`src/hdl/srrd_pkg.sv`:
```
// ----------------------------------------------------------------------------
// srrd_pkg: shared types and constants of the sprite row run decoder
// Holds the stream word and result layouts, the decoder phase encoding and
// the configuration register map.
// ----------------------------------------------------------------------------
package srrd_pkg;

	// Widths fixed by the stream and result formats.
	localparam int WORD_W    = 16;
	localparam int CFG_W     = 11;
	localparam int CFG_IDX_W = 1;
	localparam int POS_W     = 10;
	localparam int COLOR_W   = 8;
	localparam int COUNT_W   = 16;

	// Configuration register map.
	localparam logic [CFG_IDX_W-1:0] REG_IMAGE_WIDTH  = 1'd0;
	localparam logic [CFG_IDX_W-1:0] REG_IMAGE_HEIGHT = 1'd1;

	// Register values after reset.
	localparam logic [CFG_W-1:0] IMAGE_WIDTH_RST  = 11'd128;
	localparam logic [CFG_W-1:0] IMAGE_HEIGHT_RST = 11'd96;

	// Row codes with a meaning of their own.
	localparam logic [WORD_W-1:0] CODE_BLANK_ROW = 16'd0;
	localparam logic [WORD_W-1:0] CODE_FULL_ROW  = 16'd1;

	// Decoder phase: which kind of word is expected next.
	typedef enum logic [3:0] {
		PH_CODE = 4'b0001,
		PH_SKIP = 4'b0010,
		PH_COPY = 4'b0100,
		PH_PIX  = 4'b1000
	} srrd_phase_t;

	// One result item.
	typedef struct packed {
		logic [POS_W-1:0]   row;
		logic [POS_W-1:0]   column;
		logic [COLOR_W-1:0] red;
		logic [COLOR_W-1:0] green;
		logic [COLOR_W-1:0] blue;
		logic               pixel_valid;
		logic               out_of_row;
		logic               image_done;
	} srrd_result_t;

endpackage

```
`src/hdl/srrd_stream_if.sv`:
```
// ----------------------------------------------------------------------------
// srrd_stream_if: stream word channel
// Valid/ready channel that carries one 16-bit coded sprite word per
// transaction.
// ----------------------------------------------------------------------------
interface srrd_stream_if;
	import srrd_pkg::*;

	logic              valid;
	logic              ready;
	logic [WORD_W-1:0] stream_word;

	modport source (output valid, output stream_word, input ready);
	modport sink (input valid, input stream_word, output ready);

endinterface

```
`src/hdl/srrd_result_if.sv`:
```
// ----------------------------------------------------------------------------
// srrd_result_if: decoded pixel channel
// Valid/ready channel that carries one decoded pixel or end-of-image mark
// per transaction.
// ----------------------------------------------------------------------------
interface srrd_result_if;
	import srrd_pkg::*;

	logic               valid;
	logic               ready;
	logic [POS_W-1:0]   row;
	logic [POS_W-1:0]   column;
	logic [COLOR_W-1:0] red;
	logic [COLOR_W-1:0] green;
	logic [COLOR_W-1:0] blue;
	logic               pixel_valid;
	logic               out_of_row;
	logic               image_done;

	modport source (
		output valid, output row, output column, output red, output green,
		output blue, output pixel_valid, output out_of_row, output image_done,
		input ready
	);
	modport sink (
		input valid, input row, input column, input red, input green,
		input blue, input pixel_valid, input out_of_row, input image_done,
		output ready
	);

endinterface

```
`src/hdl/srrd_step.sv`:
```
// ----------------------------------------------------------------------------
// srrd_step: decoder next-state and result logic
// Takes the current decoder state and one stream word and gives the state
// after that word together with the result it causes, if any.
// ----------------------------------------------------------------------------
module srrd_step #(
	parameter int MAX_DIM = 1024
) (
	input  srrd_pkg::srrd_phase_t                 phase,
	input  logic [$clog2(MAX_DIM+1)-1:0]          rows_done,
	input  logic [srrd_pkg::COUNT_W-1:0]          runs_left,
	input  logic [srrd_pkg::COUNT_W-1:0]          pixels_left,
	input  logic [$clog2(MAX_DIM+1)-1:0]          column_pos,
	input  logic [srrd_pkg::CFG_W-1:0]            image_width,
	input  logic [srrd_pkg::CFG_W-1:0]            image_height,
	input  logic [srrd_pkg::WORD_W-1:0]           word,
	output srrd_pkg::srrd_phase_t                 phase_nxt,
	output logic [$clog2(MAX_DIM+1)-1:0]          rows_done_nxt,
	output logic [srrd_pkg::COUNT_W-1:0]          runs_left_nxt,
	output logic [srrd_pkg::COUNT_W-1:0]          pixels_left_nxt,
	output logic [$clog2(MAX_DIM+1)-1:0]          column_pos_nxt,
	output logic                                  has_result,
	output srrd_pkg::srrd_result_t                result
);
	import srrd_pkg::*;

	localparam int DIM_W = $clog2(MAX_DIM + 1);
	localparam int CMP_W = (DIM_W > CFG_W) ? DIM_W : CFG_W;
	localparam int SUM_W = ((DIM_W > WORD_W) ? DIM_W : WORD_W) + 1;

	// Limits a register value to the range 1..MAX_DIM.
	function automatic logic [DIM_W-1:0] clamp_dim(input logic [CFG_W-1:0] v);
		logic [DIM_W-1:0] r;
		if (v == '0) begin
			r = DIM_W'(1);
		end else if (CMP_W'(v) > CMP_W'(MAX_DIM)) begin
			r = DIM_W'(MAX_DIM);
		end else begin
			r = DIM_W'(v);
		end
		return r;
	endfunction

	logic [DIM_W-1:0] wid;
	logic [DIM_W-1:0] hgt;
	logic [SUM_W-1:0] skip_sum;
	logic [DIM_W-1:0] row_out;
	logic             last_row;
	logic             do_end_run;
	logic             do_finish;
	logic             done;

	assign wid = clamp_dim(image_width);
	assign hgt = clamp_dim(image_height);

	// Column after a skip, and the output row counted from the bottom.
	assign skip_sum = SUM_W'(column_pos) + SUM_W'(word);
	assign row_out  = (rows_done < hgt) ? (hgt - DIM_W'(1) - rows_done) : '0;
	assign last_row = ((DIM_W + 1)'(rows_done) + (DIM_W + 1)'(1)) >= (DIM_W + 1)'(hgt);

	always_comb begin
		phase_nxt       = phase;
		rows_done_nxt   = rows_done;
		runs_left_nxt   = runs_left;
		pixels_left_nxt = pixels_left;
		column_pos_nxt  = column_pos;
		has_result      = 1'b0;
		result          = '0;
		do_end_run      = 1'b0;
		do_finish       = 1'b0;
		done            = 1'b0;

		// Decode the word according to the phase.
		case (phase)
			PH_CODE: begin
				column_pos_nxt = '0;
				if (word == CODE_BLANK_ROW) begin
					do_finish = 1'b1;
				end else if (word == CODE_FULL_ROW) begin
					runs_left_nxt   = COUNT_W'(1);
					pixels_left_nxt = COUNT_W'(wid);
					phase_nxt       = PH_PIX;
				end else begin
					runs_left_nxt = word - COUNT_W'(1);
					phase_nxt     = PH_SKIP;
				end
			end
			PH_SKIP: begin
				if (skip_sum > SUM_W'(MAX_DIM)) begin
					column_pos_nxt = DIM_W'(MAX_DIM);
				end else begin
					column_pos_nxt = DIM_W'(skip_sum);
				end
				phase_nxt = PH_COPY;
			end
			PH_COPY: begin
				pixels_left_nxt = word;
				if (word == '0) begin
					do_end_run = 1'b1;
				end else begin
					phase_nxt = PH_PIX;
				end
			end
			PH_PIX: begin
				has_result    = 1'b1;
				result.row    = POS_W'(row_out);
				result.column = POS_W'(column_pos);
				if (column_pos < wid) begin
					// RGB565 to RGB888 by plain shifts.
					result.red         = {word[15:11], 3'b000};
					result.green       = {word[10:5], 2'b00};
					result.blue        = {word[4:0], 3'b000};
					result.pixel_valid = 1'b1;
				end else begin
					result.out_of_row = 1'b1;
				end
				if (column_pos < DIM_W'(MAX_DIM)) begin
					column_pos_nxt = column_pos + DIM_W'(1);
				end
				pixels_left_nxt = (pixels_left != '0) ? (pixels_left - COUNT_W'(1)) : '0;
				if (pixels_left_nxt == '0) begin
					do_end_run = 1'b1;
				end
			end
			default: begin
				phase_nxt = PH_CODE;
			end
		endcase

		// Close a run; the last run closes the row.
		if (do_end_run) begin
			runs_left_nxt = (runs_left != '0) ? (runs_left - COUNT_W'(1)) : '0;
			if (runs_left_nxt == '0) begin
				do_finish = 1'b1;
			end else begin
				phase_nxt = PH_SKIP;
			end
		end

		// Close the row; the final row wraps the row count for a new image.
		if (do_finish) begin
			phase_nxt       = PH_CODE;
			column_pos_nxt  = '0;
			runs_left_nxt   = '0;
			pixels_left_nxt = '0;
			if (last_row) begin
				rows_done_nxt = '0;
				done          = 1'b1;
			end else begin
				rows_done_nxt = rows_done + DIM_W'(1);
			end
		end

		if (done) begin
			has_result        = 1'b1;
			result.image_done = 1'b1;
		end
	end

endmodule

```
`src/hdl/sprite_row_run_decoder_core.sv`:
```
// ----------------------------------------------------------------------------
// sprite_row_run_decoder_core: skip/copy run-length sprite decoder
// Decodes a bottom-up, row-coded RGB565 sprite stream into per-pixel writes
// with row, column and RGB888 color, one stream word per clock when not stalled.
// ----------------------------------------------------------------------------
// The block takes one stream word per clock cycle, sustained, for as long as
// the result side keeps up. A word passes an input register, then the decode
// logic updates the row and run state and loads the result register once that
// register is free or drains; the pixel is sent on the result channel from the
// result register. Row codes, skip counts and copy counts give no result unless
// they close the final row of the image, in which case an end-of-image mark
// with no pixel is sent. The width and height registers may only be written
// while no words are in flight; they are clamped to 1..MAX_DIM internally.
module sprite_row_run_decoder_core #(
	parameter int MAX_DIM = 1024
) (
	input  logic                              clk,
	input  logic                              arst_n,
	input  logic                              cfg_wen,
	input  logic [srrd_pkg::CFG_IDX_W-1:0]    cfg_index,
	input  logic [srrd_pkg::CFG_W-1:0]        cfg_data,
	srrd_stream_if.sink                       stream,
	srrd_result_if.source                     result
);
	import srrd_pkg::*;

	localparam int DIM_W = $clog2(MAX_DIM + 1);

	// Configuration registers.
	logic [CFG_W-1:0] image_width_q;
	logic [CFG_W-1:0] image_height_q;

	// Decoder state.
	srrd_phase_t      phase_q;
	logic [DIM_W-1:0] rows_done_q;
	logic [COUNT_W-1:0] runs_left_q;
	logic [COUNT_W-1:0] pixels_left_q;
	logic [DIM_W-1:0] column_pos_q;

	// Pipeline registers.
	logic              valid_s1;
	logic [WORD_W-1:0] word_s1;
	logic              valid_s2;
	srrd_result_t      res_s2;

	// Decode outputs.
	srrd_phase_t        phase_nxt;
	logic [DIM_W-1:0]   rows_done_nxt;
	logic [COUNT_W-1:0] runs_left_nxt;
	logic [COUNT_W-1:0] pixels_left_nxt;
	logic [DIM_W-1:0]   column_pos_nxt;
	logic               step_has_result;
	srrd_result_t       step_result;

	logic advance;

	// The held word is decoded when the result register is free or drains now.
	assign advance      = valid_s1 && (!valid_s2 || result.ready);
	assign stream.ready = !valid_s1 || advance;

	// Configuration writes.
	always_ff @(posedge clk or negedge arst_n) begin
		if (!arst_n) begin
			image_width_q  <= IMAGE_WIDTH_RST;
			image_height_q <= IMAGE_HEIGHT_RST;
		end else if (cfg_wen) begin
			case (cfg_index)
				REG_IMAGE_WIDTH:  image_width_q  <= cfg_data;
				REG_IMAGE_HEIGHT: image_height_q <= cfg_data;
				default: begin
				end
			endcase
		end
	end

	// Input register.
	always_ff @(posedge clk or negedge arst_n) begin
		if (!arst_n) begin
			valid_s1 <= 1'b0;
		end else if (stream.valid && stream.ready) begin
			valid_s1 <= 1'b1;
		end else if (advance) begin
			valid_s1 <= 1'b0;
		end
	end

	always_ff @(posedge clk) begin
		if (stream.valid && stream.ready) begin
			word_s1 <= stream.stream_word;
		end
	end

	// Decode logic.
	srrd_step #(
		.MAX_DIM (MAX_DIM)
	) u_step (
		.phase           (phase_q),
		.rows_done       (rows_done_q),
		.runs_left       (runs_left_q),
		.pixels_left     (pixels_left_q),
		.column_pos      (column_pos_q),
		.image_width     (image_width_q),
		.image_height    (image_height_q),
		.word            (word_s1),
		.phase_nxt       (phase_nxt),
		.rows_done_nxt   (rows_done_nxt),
		.runs_left_nxt   (runs_left_nxt),
		.pixels_left_nxt (pixels_left_nxt),
		.column_pos_nxt  (column_pos_nxt),
		.has_result      (step_has_result),
		.result          (step_result)
	);

	// Decoder state update, once per decoded word.
	always_ff @(posedge clk or negedge arst_n) begin
		if (!arst_n) begin
			phase_q       <= PH_CODE;
			rows_done_q   <= '0;
			runs_left_q   <= '0;
			pixels_left_q <= '0;
			column_pos_q  <= '0;
		end else if (advance) begin
			phase_q       <= phase_nxt;
			rows_done_q   <= rows_done_nxt;
			runs_left_q   <= runs_left_nxt;
			pixels_left_q <= pixels_left_nxt;
			column_pos_q  <= column_pos_nxt;
		end
	end

	// Result register.
	always_ff @(posedge clk or negedge arst_n) begin
		if (!arst_n) begin
			valid_s2 <= 1'b0;
		end else if (advance) begin
			valid_s2 <= step_has_result;
		end else if (result.ready) begin
			valid_s2 <= 1'b0;
		end
	end

	always_ff @(posedge clk) begin
		if (advance) begin
			res_s2 <= step_result;
		end
	end

	assign result.valid       = valid_s2;
	assign result.row         = res_s2.row;
	assign result.column      = res_s2.column;
	assign result.red         = res_s2.red;
	assign result.green       = res_s2.green;
	assign result.blue        = res_s2.blue;
	assign result.pixel_valid = res_s2.pixel_valid;
	assign result.out_of_row  = res_s2.out_of_row;
	assign result.image_done  = res_s2.image_done;

`ifndef SYNTH
	// A decoded pixel word always produces a result transaction.
	a_pixel_gives_result: assert property (@(posedge clk) disable iff (!arst_n)
		(advance && phase_q == PH_PIX) |=> valid_s2)
		else $error("pixel word decoded without a result");

	// An end-of-image result restarts the row count.
	a_done_wraps_rows: assert property (@(posedge clk) disable iff (!arst_n)
		(advance && step_has_result && step_result.image_done) |=> (rows_done_q == '0))
		else $error("row count not cleared at end of image");

	// While a row code is expected, the column position is at the row start.
	a_code_column_zero: assert property (@(posedge clk) disable iff (!arst_n)
		(phase_q == PH_CODE) |-> (column_pos_q == '0))
		else $error("column position not cleared between rows");
`endif

endmodule

```
`src/flat_wrapper.sv`:
```
// flat-port wrapper written by rule: the top's interface ports become plain ports
module sprite_row_run_decoder_core_flat import srrd_pkg::*;
#(
	parameter int MAX_DIM = 1024
)
  (clk, arst_n, cfg_wen, cfg_index, cfg_data, stream_valid, stream_stream_word, stream_ready, result_valid, result_row, result_column, result_red, result_green, result_blue, result_pixel_valid, result_out_of_row, result_image_done, result_ready);
  srrd_stream_if stream_i ();
  srrd_result_if result_i ();
  input  logic clk;
  input  logic arst_n;
  input  logic cfg_wen;
  input  logic [srrd_pkg::CFG_IDX_W-1:0] cfg_index;
  input  logic [srrd_pkg::CFG_W-1:0] cfg_data;
  input wire logic [$bits(stream_i.valid)-1:0] stream_valid;
  input wire logic [$bits(stream_i.stream_word)-1:0] stream_stream_word;
  output wire logic [$bits(stream_i.ready)-1:0] stream_ready;
  output wire logic [$bits(result_i.valid)-1:0] result_valid;
  output wire logic [$bits(result_i.row)-1:0] result_row;
  output wire logic [$bits(result_i.column)-1:0] result_column;
  output wire logic [$bits(result_i.red)-1:0] result_red;
  output wire logic [$bits(result_i.green)-1:0] result_green;
  output wire logic [$bits(result_i.blue)-1:0] result_blue;
  output wire logic [$bits(result_i.pixel_valid)-1:0] result_pixel_valid;
  output wire logic [$bits(result_i.out_of_row)-1:0] result_out_of_row;
  output wire logic [$bits(result_i.image_done)-1:0] result_image_done;
  input wire logic [$bits(result_i.ready)-1:0] result_ready;
  assign stream_i.valid = stream_valid;
  assign stream_i.stream_word = stream_stream_word;
  assign stream_ready = stream_i.ready;
  assign result_valid = result_i.valid;
  assign result_row = result_i.row;
  assign result_column = result_i.column;
  assign result_red = result_i.red;
  assign result_green = result_i.green;
  assign result_blue = result_i.blue;
  assign result_pixel_valid = result_i.pixel_valid;
  assign result_out_of_row = result_i.out_of_row;
  assign result_image_done = result_i.image_done;
  assign result_i.ready = result_ready;
  sprite_row_run_decoder_core #(.MAX_DIM(MAX_DIM)) u_core (.clk(clk), .arst_n(arst_n), .cfg_wen(cfg_wen), .cfg_index(cfg_index), .cfg_data(cfg_data), .stream(stream_i), .result(result_i));
endmodule
```
`config.mk`:
```
export PLATFORM = sky130hd
export DESIGN_NAME = sprite_row_run_decoder_core_flat
export DESIGN_NICKNAME = d
export VERILOG_FILES = /design/src/hdl/srrd_pkg.sv /design/src/hdl/srrd_stream_if.sv /design/src/hdl/srrd_result_if.sv /design/src/hdl/srrd_step.sv /design/src/hdl/sprite_row_run_decoder_core.sv /design/src/flat_wrapper.sv
export SDC_FILE = /design/constraint.sdc
export NUM_CORES = 1
export LEC_CHECK = 0
export ABC_AREA = 1
export BUFFER_PORTS_ARGS = -buffer_cell sky130_fd_sc_hd__buf_4
export CAP_MARGIN = 10
export CORE_ASPECT_RATIO = 0.9
export CORE_MARGIN = 2
export CORE_UTILIZATION = 45
export CTS_CLUSTER_SIZE = 24
export DETAILED_ROUTE_END_ITERATION = 8
export MAX_ROUTING_LAYER = met4
export PLACE_DENSITY = 0.65
export SYNTH_ARGS = -nofsm -noshare
export SYNTH_HDL_FRONTEND = slang
export SYNTH_SLANG_ARGS = --single-unit
```
`constraint.sdc`:
```
create_clock -name clk -period 2.9 [get_ports clk]
set_input_delay 0.58 -clock clk [delete_from_list [all_inputs] [get_ports clk]]
set_output_delay 0.58 -clock clk [all_outputs]
set_load 0.05 [all_outputs]
```
==> flow_summary.ini, run 1 <==
[clocking]
cts.clk_slew.worst_paths_ns = 0.09
clockBufferDepth = 2
htree_levels = 4
cts_sinks = 137
ctsHoldBuffers = 0
cts-root-buf = clkbuf_16
clock_latency_ns = 0.45
cts_tree = done
numCtsBuffers = 17

[floorplanning]
dieWidth_um = 161.8
core_area_sq_mm = 0.02182
ios = 82
placementRows = 51
die_h_um = 146.0
initial_core_util_pct = 46.19
die_area_sq_mm = 0.02361

[pwr]
p_leak_uw = 0.006254
p_per_area_mw_per_mm2 = 730.5
total_power_uw = 9115
ir_worst_vdd_mv = 0.3629

[sta]
hold_violations = 0
final.period_utilization_pct = 99.78
tightest_slew_ns = 0.7452
fin_ws_ns = 0.006471
fin_skew_ns = 0.02204
period_minus_slack_ns = 2.894
setup_violations = 0
rsz0062_at_grt = yes
final_max_slew_viol_count = 0
slew_headroom_pct = 50.27
fmax_mhz = 345.6
whs_ns = 0.09439

[yosys]
avgSynthCellArea_sq_um = 7.054
synth-seq-area-share_pct = 36.79
yosys.area.top_type_share_pct = 19.36
synth-edff-count = 55
synth_area_sq_mm = 0.01008
ys_warn_count = 0
synth_area_leaders = dfrtp_1 (19%), edfxtp_1 (16%), nand2_1 (15%)
synth_top_flop_cell = dfrtp_1
ys_seq_elements = 137
synthCells = 1429
synth.distinct_cells = 51
ys_top_cells_by_count = nand2_1 (403), inv_1 (196), nor2_1 (169)
synth_top_area_cell = dfrtp_1
synth_most_common_cell = nand2_1
async_flop_share_pct = 59.85

[worst_setup_path]
r2r-end = u_core.result.row[8]
startpoint_type = flip-flop
worstSetupStartpoint = u_core.image_height_q[5]
cp_data_required_time_ns = 3.09
r2r_start = u_core.image_height_q[5]
crit_type = reg2reg
ff2ff_path_depth = 20
cp.arrival_ns = 3.08
rrSetupSlack_ns = 0.006
cp-end-kind = flip-flop
cp_max_fo = 5

[finish]
multi_input_area_sq_mm = 0.005764
area_delta_synth_final_pct = 23.78
drive_gt1_share_pct = 19.24
register_area_sq_mm = 0.003709
nets = 1677
n_antenna_cell = 0
fillers = 2067
utilization_pct = 57.17

[detailed_routing]
first_iter_violations = 994
vias_per_cell = 5.252
dr.pass1.iters = 6
drt-total-wl_mm = 29.84
drc_errors = 0
wl_per_cell_um = 15.81
ant_nets = 0
vias = 9910

[placed_design]
place_ws_ns = -0.1876
port_buffers = 73
dp_hpwl_mm = 22.91
gp_congestion = 0.9383

[grt]
grt_pass1_vias = 9145
grt_pass1_wl_mm = 47.73
grt_start_max_net_pins = 37
antenna_found_initial = 0
gr-total-overflow = 0
track_usage_pct = 26.24

[hold_path]
hp-class = in2async

[outcome]
run_status = completed

[flow_run]
drv_cap = 0
## report_power, final
| group | total, uW | switching [uW] | internal [uW] |
|---|---|---|---|
| sequential | 2690 | 318 | 2370 |
| clock | 2290 | 1070 | 1220 |
| combinational | 4140 | 2750 | 1380 |
## worst max-delay path, cell delays in order, from the launching register on
cell and delay, ns:
dfstp_2 0.56, nor4_4 0.05, nand4_1 0.10, nor3_1 0.05
nor2_1 0.15, inv_2 0.09, o21ai_2 0.07, inv_2 0.08
ha_4 0.16, fa_2 0.34, nand2_2 0.08, inv_2 0.04
o21ai_2 0.10, nand2_1 0.07, nand2_1 0.07, nand2_1 0.06
nand2_2 0.07, a21oi_2 0.06, o21a_1 0.20, nor3_2 0.18
nor3b_2 0.06
## how the worst max path moves through the flow
stage / to / slack, ns / depth (start not counted)
2_1_floorplan: u_core.column_pos_q[3] / 0.01 / 8
5_1_grt: u_core.result.row[8] / -0.15 / 20
3_5_place_dp: u_core.rows_done_q[8] / -0.19 / 20
4_1_cts: u_core.result.row[4] / 0.006 / 15
3_3_place_gp: u_core.rows_done_q[4] / -0.05 / 20
6_report: u_core.result.row[8] / 0.006 / 20
## per-stage QoR
step           cells  cell area [sq um]  setup TNS (ns)
2_1_floorplan   1436              10120               0
3_3_place_gp    1842              11440         -0.2168
3_5_place_dp    1842              11440          -1.827
4_1_cts         1874              12140               0
5_1_grt         1887              12480          -1.219
6_report        1887              12480               0
## registers in the layout, summed over array words and instances, names as in the netlist
register	flops
u_core.result.green	6
u_core.phase_q	4
u_core.column_pos_q	11
u_core.result.blue	5
u_core.result.valid	1
u_core.image_height_q	11
u_core.pixels_left_q	16
u_core.runs_left_q	16
u_core.result.row	10
u_core.result.red	5
u_core.result.column	10
u_core.word_s1	16
u_core.result.out_of_row	1
u_core.result.image_done	1
u_core.image_width_q	11
u_core.rows_done_q	11
u_core.valid_s1	1
u_core.result.pixel_valid	1
## area by class of cell
class                           instances  share of cell area (%)
Multi-Input combinational cell       1064                   46.20
Sequential cell                       137                   29.72
Timing Repair Buffer                  161                   10.03
Inverter                              201                   6.077
Clock buffer                           18                   3.610
Tap cell                              291                   2.918
Clock inverter                         14                   1.384
Timing Repair inverter                  1                 0.06017
## kinds of logic (layout without fill, tap and decap cells)
family | Yosys count | in the layout | synth area share (%)
other | 1 | 8 | 0.03720
AO/OA/AOI/OAI | 190 | 190 | 10.51
flip-flops | 137 | 137 | 36.79
XOR/XNOR | 22 | 22 | 1.912
AND/OR/NAND/NOR | 783 | 783 | 33.45
adder cells (fa/ha/maj) | 61 | 61 | 7.721
buffers and inverters | 235 | 395 | 9.571
## cell usage in the layout (no fill, tap or decap), types with 21 or more instances in the layout
master    netlist  routed
dfrtp_1        78      78
ha_1           59      51
nand2_1       403     387
nand3_1       114     112
o21ai_1        14      21
nor2_1        169     162
a21oi_1        40      34
edfxtp_1       55      55
inv_1         196     184
o21ai_0       100      89
nand2_2        10      22
buf_4          11     155
nand4_1        25      25
## per-layer routing
layer	GRT usage (%)	vias up	wire (um)
li1	-	4958	-
met1	37.86	4581	14150
met2	37.70	331	13010
met3	5.415	40	2178
met4	6.283	0	500
met5	-	-	0
## what timing repair did
item,4_1_cts,5_1_grt
setup buffers,0,11
pin swaps,4,9
setup endpoints to repair,20,79
gates cloned,0,2
hold endpoints to repair,0,0
resized for setup,19,72
(Power assumes the default switching activity.)
==> inputs of run 2 (changes only) <==
--- a/config.mk
+++ b/config.mk
@@ -9,7 +9,7 @@
 export BUFFER_PORTS_ARGS = -buffer_cell sky130_fd_sc_hd__buf_4
 export CAP_MARGIN = 10
 export CORE_ASPECT_RATIO = 0.9
-export CORE_MARGIN = 2
+export CORE_MARGIN = 1
 export CORE_UTILIZATION = 45
 export CTS_CLUSTER_SIZE = 24
 export DETAILED_ROUTE_END_ITERATION = 8
==> run 2 against run 1 <==
Effect of this change: the run now ends with negative setup slack left; non-clock buffer count grew 1; setup slack lost 0.20 ns; register-to-register slack lost 0.20 ns; cell count is essentially flat; clock power is essentially flat; global-route usage grew 0.62 points; wire length shrank 0.57%; fmax shrank 6.4%; die area shrank 2.6%; combinational power is essentially flat; via count grew 0.20%; total power shrank 0.19%; highest routed layer unchanged.
==> flow_summary.ini, run 2 (synthesized netlist as in run 1, its figures left out) <==
[worst_setup_path]
cp_max_fo = 4
startpoint_type = flip-flop
cp_data_required_time_ns = 3.08
crit_type = reg2reg
critical_path.cell_chain = nor4_4 > nand4_1 > nor3_2 > nor2_2 > inv_2 > nand2_1 > buf_4 > ha_1 > nand2_1 > a21oi_1 > a211oi_1 > o21ai_1 > nand2_1 > nand2_1 > nand2_2 > nand3_4 > buf_4 > a21boi_0
crit_family = simple AND/OR/NAND/NOR gates
critical_path_depth = 18
ff2ff_path_depth = 18
cp_slowest_cell = dfrtp_1
cp.arrival_ns = 3.27
crit_path_frequent_cell = nand2_1
rrSetupSlack_ns = -0.19
cp-end-kind = flip-flop
r2r-end = u_core.result.image_done
critPathMaxStageDelay_ns = 0.41
r2r_start = u_core.image_height_q[4]
critPathBufInv = 3

[sta]
period_minus_slack_ns = 3.091
fin_ws_ns = -0.1906
fin_skew_ns = 0.01408
fmax_mhz = 323.6
tightest_slew_ns = 0.6750
final.period_utilization_pct = 106.6
rsz0062_at_grt = yes
final.setup.tns_ns = -1.672
setup_violations = 19
final_max_slew_viol_count = 0
slew_headroom_pct = 54.95
hold_violations = 0

[detailed_routing]
vias_per_cell = 5.260
wl_per_cell_um = 15.71
ant_nets = 0
drc_errors = 0
first_iter_violations = 864
vias = 9930
drt-total-wl_mm = 29.67
dr.pass1.iters = 5

[finish]
final_common_cell = nand2_1
n_antenna_cell = 0
drive_gt1_share_pct = 19.10
final_cell_mix = nand2_1 (393), inv_1 (186), nor2_1 (157), buf_4 (155), nand3_1 (110)
area_delta_synth_final_pct = 24.22
reg_top3 = u_core.pixels_left_q (16), u_core.runs_left_q (16), u_core.word_s1 (16)
nets = 1678
finalNonFillerCells = 1888

[placed_design]
place_ws_ns = -0.1642
dp_hpwl_mm = 22.39
dpl.cell_count = 1845
gp_congestion = 0.9378
port_buffers = 73

[clocking]
clock_latency_ns = 0.44
cts.clk_slew.worst_paths_ns = 0.07
cts_sinks = 137
cts_tree = done
numCtsBuffers = 17
htree_levels = 4
cts-root-buf = clkbuf_16
clockBufferDepth = 2

[pwr]
p_per_area_mw_per_mm2 = 726.6
p_leak_uw = 0.006256
total_power_uw = 9098
ir_worst_vdd_mv = 0.4075

[hold_path]
hp-class = in2async

[grt]
grt_start_max_net_pins = 52
gr-total-overflow = 0
track_usage_pct = 26.86
antenna_found_initial = 0
grt_pass1_wl_mm = 46.79
grt_pass1_vias = 9009

[floorplanning]
ios = 82
die_area_sq_mm = 0.02300
core_area_sq_mm = 0.02182
dieWidth_um = 159.8
die_h_um = 144.0
placementRows = 51
initial_core_util_pct = 46.19

[outcome]
run_status = complete, but fails checks
violations = negative setup slack

[flow_run]
drv_cap = 0
run 2: changes by cell type in the layout (fill, tap and decap cells not counted), moves of 3 or more:
cell     delta
a21oi_1     +3
a21oi_2     -3
ha_1        -4
nand2_1     +6
nand2_2     -5
nor2_1      -5
nor2_2      +4
inv_2       -3
run 2: report_power, final:
part / total, uW / internal (uW) / switching [uW]
clock: 2270 / 1180 / 1090
combinational: 4130 / 1370 / 2760
sequential: 2700 / 2370 / 326
total: 9100 / 4920 / 4170
run 2: metal layers:
metal	GRT usage, %	up-vias	routed length, um
met5	-	-	0
met4	6.984	0	437
met3	4.330	37	1801
met2	40.68	319	13310
met1	37.34	4626	14120
li1	-	4948	-
run 2: worst max-delay path by stage:
stage,start,end,slack (ns)
after floorplan,u_core.result.valid,u_core.column_pos_q[3],0.01
after global placement,u_core.image_height_q[6],u_core.result.row[8],-0.09
after detailed placement,u_core.image_height_q[5],u_core.rows_done_q[6],-0.16
after CTS,u_core.image_height_q[5],u_core.result.row[4],-0.009
after global routing,u_core.image_height_q[4],u_core.result.image_done,-0.43
final,u_core.image_height_q[4],u_core.result.image_done,-0.19
run 2: final cells by class:
cell class,instances,area (sq um)
fill,2046,9303
multi-input combinational,1064,5792
sequential,137,3709
timing repair buffer,162,1269
inverter,201,760.7
clock buffer,17,425.4
tap,291,364.1
clock inverter,15,193.9
timing repair inverter,1,7.507
run 2: what timing repair did:
item / in CTS / in global routing
gates cloned: 0 / 2
buffers inserted: 1 / 8
hold buffers: 0 / 0
pin swaps: 2 / 27
setup endpoints to repair: 32 / 77
resized for setup: 19 / 75
run 2: through the flow:
stage | hold WS (ns) | utilization, % | area [sq um]
after floorplan | 0.2844 | - | 10120
after detailed placement | 0.4768 | 52.51 | 11460
after global routing | 0.1060 | 57.37 | 12520
final | 0.09168 | 57.37 | 12520
after CTS | 0.09606 | 55.73 | 12160
after global placement | 0.4725 | 52.51 | 11460
==> inputs of run 3 (changes only) <==
--- a/config.mk
+++ b/config.mk
@@ -14,7 +14,7 @@
 export CTS_CLUSTER_SIZE = 24
 export DETAILED_ROUTE_END_ITERATION = 8
 export MAX_ROUTING_LAYER = met4
-export PLACE_DENSITY = 0.65
 export SYNTH_ARGS = -nofsm -noshare
 export SYNTH_HDL_FRONTEND = slang
+export SYNTH_HIERARCHICAL = 1
 export SYNTH_SLANG_ARGS = --single-unit
==> run 3 against run 2 <==
Effect of this change: register-to-register slack improved by 0.28 ns; largest cell class unchanged; global-route usage up 2.4 points; cell count rose by 7.2%; the flow finishes with violations (design-rule violations); first-iteration DRC count rose by 33%; clock-buffer cell count increased by 2; fmax up 10%.
==> flow_summary.ini, run 3 <==
[yosys]
synth-simple-area-share_pct = 35.72
synth_top_family_by_area = simple AND/OR/NAND/NOR gates
synth_area_leaders = dfrtp_1 (18%), edfxtp_1 (17%), nand2_1 (16%)
ys_warn_count = 6
synth_compound_area_share_pct = 8.488
synth-edff-count = 63
synthMuxAreaShare_pct = 0
synthXorXnorAreaFrac_pct = 2.971
avgSynthCellArea_sq_um = 6.930
ys_top_cells_by_count = nand2_1 (453), nor2_1 (219), inv_1 (182)
synth_area_sq_mm = 0.01091
synth.distinct_cells = 49
ys_seq_elements = 145
synth_top_flop_cell = dfrtp_1
async_flop_share_pct = 56.55
synth_most_common_cell = nand2_1
synth-seq-area-share_pct = 36.20
synthCells = 1574
yosys.area.top_type_share_pct = 17.89
synth_top_area_cell = dfrtp_1
synth_fa_ha_area_share_pct = 7.020

[worst_setup_path]
startpoint_type = flip-flop
cp_data_required_time_ns = 3.27
cp.arrival_ns = 3.18
cp_slowest_cell = dfrtp_2
crit_family = simple AND/OR/NAND/NOR gates
endpoint = u_core/rows_done_q[0]
critPathBufInv = 1
rrSetupSlack_ns = 0.09
worstSetupStartpoint = u_core/rows_done_q[4]
r2r-end = u_core/rows_done_q[0]
ff2ff_path_depth = 16
crit_type = reg2reg
critical_path.cell_chain = nand2_1 > nor3_4 > nand3_1 > nor2_1 > xor2_1 > ha_1 > a21oi_2 > o211ai_1 > a21oi_2 > nand3_4 > buf_12 > nor2_4 > nand3_1 > nand2_1 > nand3_1 > nand2_1
critPathMaxStageDelay_ns = 0.43
r2r_start = u_core/rows_done_q[4]
cp_max_fo = 7
critical_path_depth = 16
cp-end-kind = flip-flop

[detailed_routing]
first_iter_violations = 1146
vias = 10999
drt-total-wl_mm = 35.21
dr.pass1.iters = 8
drc_errors = 6
wl_per_cell_um = 17.40
ant_nets = 0
vias_per_cell = 5.434

[hold_path]
hp-class = in2async

[clocking]
numCtsBuffers = 17
cts.clk_slew.worst_paths_ns = 0.07
clockBufferDepth = 2
clock_latency_ns = 0.44
cts_tree = done
htree_levels = 4
cts-root-buf = clkbuf_16
cts_sinks = 145

[floorplanning]
placementRows = 53
core_area_sq_mm = 0.02354
dieWidth_um = 166.1
initial_core_util_pct = 46.34
die_h_um = 149.7
ios = 82
die_area_sq_mm = 0.02487

[sta]
final.period_utilization_pct = 96.91
whs_ns = 0.1553
slew_headroom_pct = 51.24
rsz0062_at_grt = yes
final_max_slew_viol_count = 0
setup_violations = 0
fmax_mhz = 355.8
tightest_slew_ns = 0.7314
hold_violations = 0
period_minus_slack_ns = 2.810
fin_skew_ns = 0.01374

[pwr]
p_clk_share_pct = 17.5
ir_worst_vdd_mv = 0.5032
p_leak_uw = 0.006841
p_sw_share_pct = 50.13
p_switching_uw = 6379
p_per_area_mw_per_mm2 = 955.5
internal-power_uw = 6346
power_frac_comb_pct = 58.5
power_frac_seq_pct = 24.0

[outcome]
run_status = complete, but fails checks
violations = design-rule violations

[finish]
final_common_cell = nand2_1
area_delta_synth_final_pct = 22.09
nets = 1802
n_antenna_cell = 0
drive_gt1_share_pct = 17.60
reg_top3 = u_core/pixels_left_q (16), u_core/runs_left_q (16), u_core/word_s1 (16)
final_cell_mix = nand2_1 (440), nor2_1 (209), inv_1 (178), nand3_1 (157), buf_4 (155)
fin_area_sq_mm = 0.01332

[grt]
gr-total-overflow = 0
track_usage_pct = 29.26
grt_start_max_net_pins = 60
grt_pass1_vias = 9990
antenna_found_initial = 0
grt_pass1_wl_mm = 55.03

[placed_design]
post_dp_cell_area_sq_mm = 0.01212
dp_hpwl_mm = 25.44
gp_congestion = 0.9798
port_buffers = 81

[flow_run]
drv_cap = 0
## run 3: cell count changes after synthesis, sizes merged, moves of 7 or more
cell and change:
nor2 +44, nand4 -11, nor3 +7, o221ai -10, nand3 +61, o22ai +16, inv -16, edfxtp +8
xor2 +13, nand2 +48, o21ai -45, buf +21
## run 3: metrics by stage
step | TNS [ns] | setup WS, ns | cells | total power (uW) | utilization, %
floorplan | 0 | 0.07143 | 1581 | 8012 | -
detailed placement | -0.3671 | -0.08083 | 1967 | 9936 | 51.49
global route | -1.466 | -0.1053 | 2024 | 13730 | 56.57
CTS | 0 | 0.0005129 | 2005 | 12210 | 54.35
global placement | -0.006436 | -0.006436 | 1967 | 9921 | 51.49
finish | 0 | 0.08969 | 2024 | 12730 | 56.57
## run 3: power groups by stage
stage	combinational [uW]	clock, uW	sequential (uW)
after global routing	8290	2330	3100
after floorplan	4710	0	3300
after detailed placement	6870	0	3060
after global placement	6860	0	3060
after CTS	6920	2260	3030
final	7450	2230	3050
## run 3: cells by family (layout without fill, tap and decap cells)
group | Yosys count | in the layout
buf+inv | 243 | 382
xor+xnor | 37 | 37
other cells | 1 | 8
fa+ha+maj | 60 | 60
simple gates | 924 | 926
compound gates | 164 | 164
flops | 145 | 145
## run 3: worst min path at each step
stage / endpoint / slack, ns / cells after the start
after floorplan: u_core/column_pos_q[0] / 0.28 / 0
after global routing: u_core/runs_left_q[9] / 0.20 / 1
after CTS: u_core/runs_left_q[3] / 0.18 / 1
after detailed placement: u_core/runs_left_q[0] / 0.46 / 2
after global placement: u_core/runs_left_q[0] / 0.46 / 2
final: u_core/runs_left_q[9] / 0.16 / 1
## run 3: timing repair
item,CTS,global route
hold buffers,0,0
gates cloned,1,4
resized for setup,8,90
pin swaps,10,34
endpoints found under the setup margin,13,82
buffers inserted,5,16
## run 3: layout make-up
| type | count | area, sq um |
|---|---|---|
| multi-input cells | 1195 | 6351 |
| clock buffers | 19 | 454.2 |
| repair buffers | 166 | 1373 |
| clock inverters | 13 | 115.1 |
| fillers | 2284 | 10220 |
| inverters | 184 | 693.2 |
| flip-flops and latches | 145 | 3954 |
| well taps | 302 | 377.9 |
## run 3: layer usage
metal / vias to the layer above / part of all wire [%] / routed length, um / global-route usage (%)
met3: 48 / 6.8 / 2379 / 3.703
met5: - / 0 / 0 / -
li1: 5377 / - / - / -
met1: 5170 / 48 / 16900 / 42.11
met4: 0 / 1.6 / 574 / 6.589
met2: 404 / 44 / 15350 / 43.71
